<file path="config.mk">
export PLATFORM = sky130hd
export DESIGN_NAME = lpts_ram
export DESIGN_NICKNAME = d
export VERILOG_FILES = /design/src/rtl/lpts_ram.sv
export SDC_FILE = /design/constraint.sdc
export NUM_CORES = 1
export LEC_CHECK = 0
export ABC_AREA = 1
export BUFFER_PORTS_ARGS = -buffer_cell sky130_fd_sc_hd__buf_2
export CORE_UTILIZATION = 48
export CTS_CLUSTER_SIZE = 12
export DETAILED_ROUTE_END_ITERATION = 12
export PLACE_DENSITY_LB_ADDON = 0.12
export SYNTH_ARGS = -nofsm -noshare
export SYNTH_HDL_FRONTEND = slang
export SYNTH_SLANG_ARGS = --single-unit
</file>
<file path="constraint.sdc">
create_clock -name i_clk -period 1.1 [get_ports i_clk]
set_input_delay 0.055 -clock i_clk [delete_from_list [all_inputs] [get_ports i_clk]]
set_output_delay 0.055 -clock i_clk [all_outputs]
set_load 0.1 [all_outputs]
</file>
<file path="src/rtl/lpts_ram.sv">
// Generic single write port, single read port RAM with registered read data.
// No dependencies.
module lpts_ram #(
    parameter int WIDTH = 8,
    parameter int DEPTH = 2
) (
    input  logic                     i_clk,
    input  logic                     i_we,
    input  logic [$clog2(DEPTH)-1:0] i_waddr,
    input  logic [WIDTH-1:0]         i_wdata,
    input  logic [$clog2(DEPTH)-1:0] i_raddr,
    output logic [WIDTH-1:0]         o_rdata
);

    logic [WIDTH-1:0] r_mem [DEPTH];
    logic [WIDTH-1:0] r_rdata;

    always_ff @(posedge i_clk) begin
        if (i_we) begin
            r_mem[i_waddr] <= i_wdata;
        end
        r_rdata <= r_mem[i_raddr];
    end

    assign o_rdata = r_rdata;

endmodule

</file>
==> summary.md <==
| Metric | Value |
|---|---|
| Status | `complete, no violations` |
| Overall die area | `1750 um2` |
| R2R depth | `2` |
| Crit path largest cell delay | `0.32 ns` |
| Post-synth EDFFs | `16` |
| Initial DRC count | `9` |
| CTS tree | `done` |
| CP max FO | `1` |
| R2r setup slk | `0.50 ns` |
| Wire length of the first global-routing pass | `1610 um` |
| CTS HTree Levels | `1` |
| Worst r2r dst | `o_rdata[0]$_DFF_P_` |
| Crit path cell chain | `clkbuf_4` |
| Worst Hold Path EP | `o_rdata[7]$_DFF_P_` |
| CP Launch Type | `flop` |
| Routed met2 length | `477 um` |
| Nets | `98` |
| DRC | `0` |
| Root Driver | `clkbuf_4` |
| Clk_skew | `0.000814 ns` |
| Main synth FF type | `edfxtp_1` |
| Share of cells above drive strength 1 | `28.6%` |
| Post-route ant nets | `0` |
| Hold path startpoint | `i_raddr` |
| Pwr Density | `1720 nW/um2` |
| Tot Pwr | `1710 uW` |
| Pin count of the biggest net entering global routing | `13` |
| Final hold vios | `0` |
| Critical path's top delay family | `flip-flops` |
| Crit end category | `output port` |
| GRT overflow | `0` |
| Core area | `1490 um2` |
| Vias per cell | `4.41` |
| Die X | `41.8 um` |
| Synth top cells by count | `nand2_1 (25), edfxtp_1 (16), dfxtp_1 (8), inv_1 (2)` |
| Setup CP Type | `flop to output port` |
| WHS Path Cells | `3` |
| Yosys warns | `0` |
| # clock sinks | `24` |
| Switch Pwr | `478 uW` |
| Pre-antenna DRT Iters | `4` |
| Per-cell routed wire length | `10.3 um` |
| Pins Over Slew Limit | `0` |
| Mapped Cells | `54` |
| RSZ-0062 raised after global routing | `false` |
| Die Ht | `41.8 um` |
| Combinational Power Share | `18.9%` |
| DR top layer | `met4` |
| Async set-reset flop share out of synthesis | `0%` |
| Syn avg cell area | `14.1 um2` |
| Maximum clock insertion buffer count | `2` |
| Syn Nets | `66` |
| Port Buffers | `19` |
| HPWL after DPL | `677 um` |
| M1 wire length | `492 um` |
| Syn-to-layout area delta | `30.8%` |
| Worst-skew pair later-pin latency | `0.29 ns` |
| Most frequent cell after synthesis | `nand2_1` |
| Antenna Cells | `0` |
| Gr usage total | `12.6%` |
| Sequential share of power | `61.1%` |
| Final RePlAce weighted congestion | `0.631` |
| Slew Limit Headroom | `80.4%` |
| Synth area leaders | `edfxtp_1 (63%), dfxtp_1 (21%), nand2_1 (12%)` |
| Crit path arrival time | `0.93 ns` |
| Critical R2R Launch | `r_mem[1][0]$_DFFE_PP_` |
| Cell row count | `14` |
| IO Pins | `20` |
| Synth cell types | `7` |
| Crit path setup slack, layout | `0.112 ns` |
| Crit path time final | `0.988 ns` |
| Initial Util | `51.1%` |
| Vias in the first global route | `403` |
| Sequential share of the synthesized area | `84.2%` |
| CP max stage cell | `dfxtp_1` |
| CTS buffer count | `3` |
| Period utilisation layout | `89.8%` |
| Min-Delay Path Class | `input port to flop` |
| Metal3 WL | `54 um` |
| Max-cap violations | `0` |
| Reg clk slew, reported paths | `0.11 ns` |
| P_int | `1240 uW` |
| Hold WS | `0.0593 ns` |
| # fillers | `110` |
| Worst path bufs/invs | `1` |
| #FFs+latches synth | `24` |
| Post-CTS Setup Inserts | `0` |
| DR vias | `441` |
| Crit. Startpoint | `o_rdata[5]$_DFF_P_` |
| Clock Power Share | `20.0%` |
| Initial antenna violation count | `0` |
| Area leader, netlist | `edfxtp_1` |
| Total Wirelength | `1030 um` |
| Synth top area share | `63.2%` |
| Worst slew pin tran | `0.294 ns` |
| Fmax | `1010 MHz` |
| Setup WS pre-CTS | `0.339 ns` |
| Sw frac | `27.9%` |
| Synthesized area | `761 um2` |
| Setup_tns | `0 ns` |
| P_leak | `0.000443 uW` |
| # setup viols final | `0` |
| VDD IR max | `0.00106 V` |
| CP required | `1.04 ns` |
worst reg2reg max path, stage by stage, from the launching register on:
cell and delay, ns:
edfxtp_1 0.39, nand2_1 0.07, nand2_1 0.05
cell type report:
cell class | instances | area (um2) | share of cell area [%]
Clock buffer | 3 | 22.5 | 2.26
Tap cell | 16 | 20.0 | 2.01
Sequential cell | 24 | 641 | 64.4
Inverter | 3 | 11.3 | 1.13
Multi-Input combinational cell | 26 | 97.6 | 9.81
Timing Repair Buffer | 28 | 203 | 20.4
placed cells by master (no fill, tap or decap):
cell and count:
dlygate4sd3_1 8, nor2_1 1, clkbuf_4 9, buf_4 3, buf_2 11, inv_1 2, nand2_1 25, edfxtp_1 16
inv_2 1, dfxtp_1 8
power by group through the flow:
| stage | registers [uW] | clock network (uW) | logic (uW) |
|---|---|---|---|
| 2_1_floorplan | 1260 | 0 | 41.7 |
| 3_3_place_gp | 1070 | 0 | 290 |
| 3_5_place_dp | 1070 | 0 | 290 |
| 4_1_cts | 1050 | 362 | 315 |
| 5_1_grt | 1060 | 393 | 336 |
| 6_report | 1050 | 343 | 324 |
worst max-delay path by stage:
stage | slack, ns | end | depth (start not counted)
2_1_floorplan | 0.14 | o_rdata[0] | 0
3_3_place_gp | 0.35 | o_rdata[7] | 1
3_5_place_dp | 0.34 | o_rdata[1] | 1
4_1_cts | 0.002 | o_rdata[2] | 1
5_1_grt | 0.06 | o_rdata[4] | 1
6_report | 0.11 | o_rdata[5] | 1
cell families (layout without fill, tap and decap cells):
kind of cell           after synthesis  in the layout  share of synthesized area, %
and+or+nand+nor                     26             26                          12.8
DFF                                 24             24                          84.2
buffers and inverters                4             34                          2.96
metal layers:
metal	up-vias	track usage [%]
met2	18	19.7
met3	2	3.04
met1	182	15.9
met5	-	0
met4	0	7.74
li1	239	-
through the flow:
step                      utilization (%)  instances  area [um2]
after floorplan                         -         54         761
after global routing                 66.8        100         995
after CTS                            65.8        100         980
after detailed placement             58.6         89         872
after global placement               58.6         89         872
final                                66.8        100         995
flip-flops by register name, summed over array words and instances, names as in the netlist:
name,flops
o_rdata,8
r_mem,16
what timing repair did:
action | in CTS | in global routing
hold endpoints to repair | 16 | 0
resized for setup | 2 | 6
gates cloned | 0 | 0
endpoints found under the setup margin | 2 | 6
pin swaps | 0 | 0
hold buffers | 8 | 0
(Power assumes the default switching activity.)
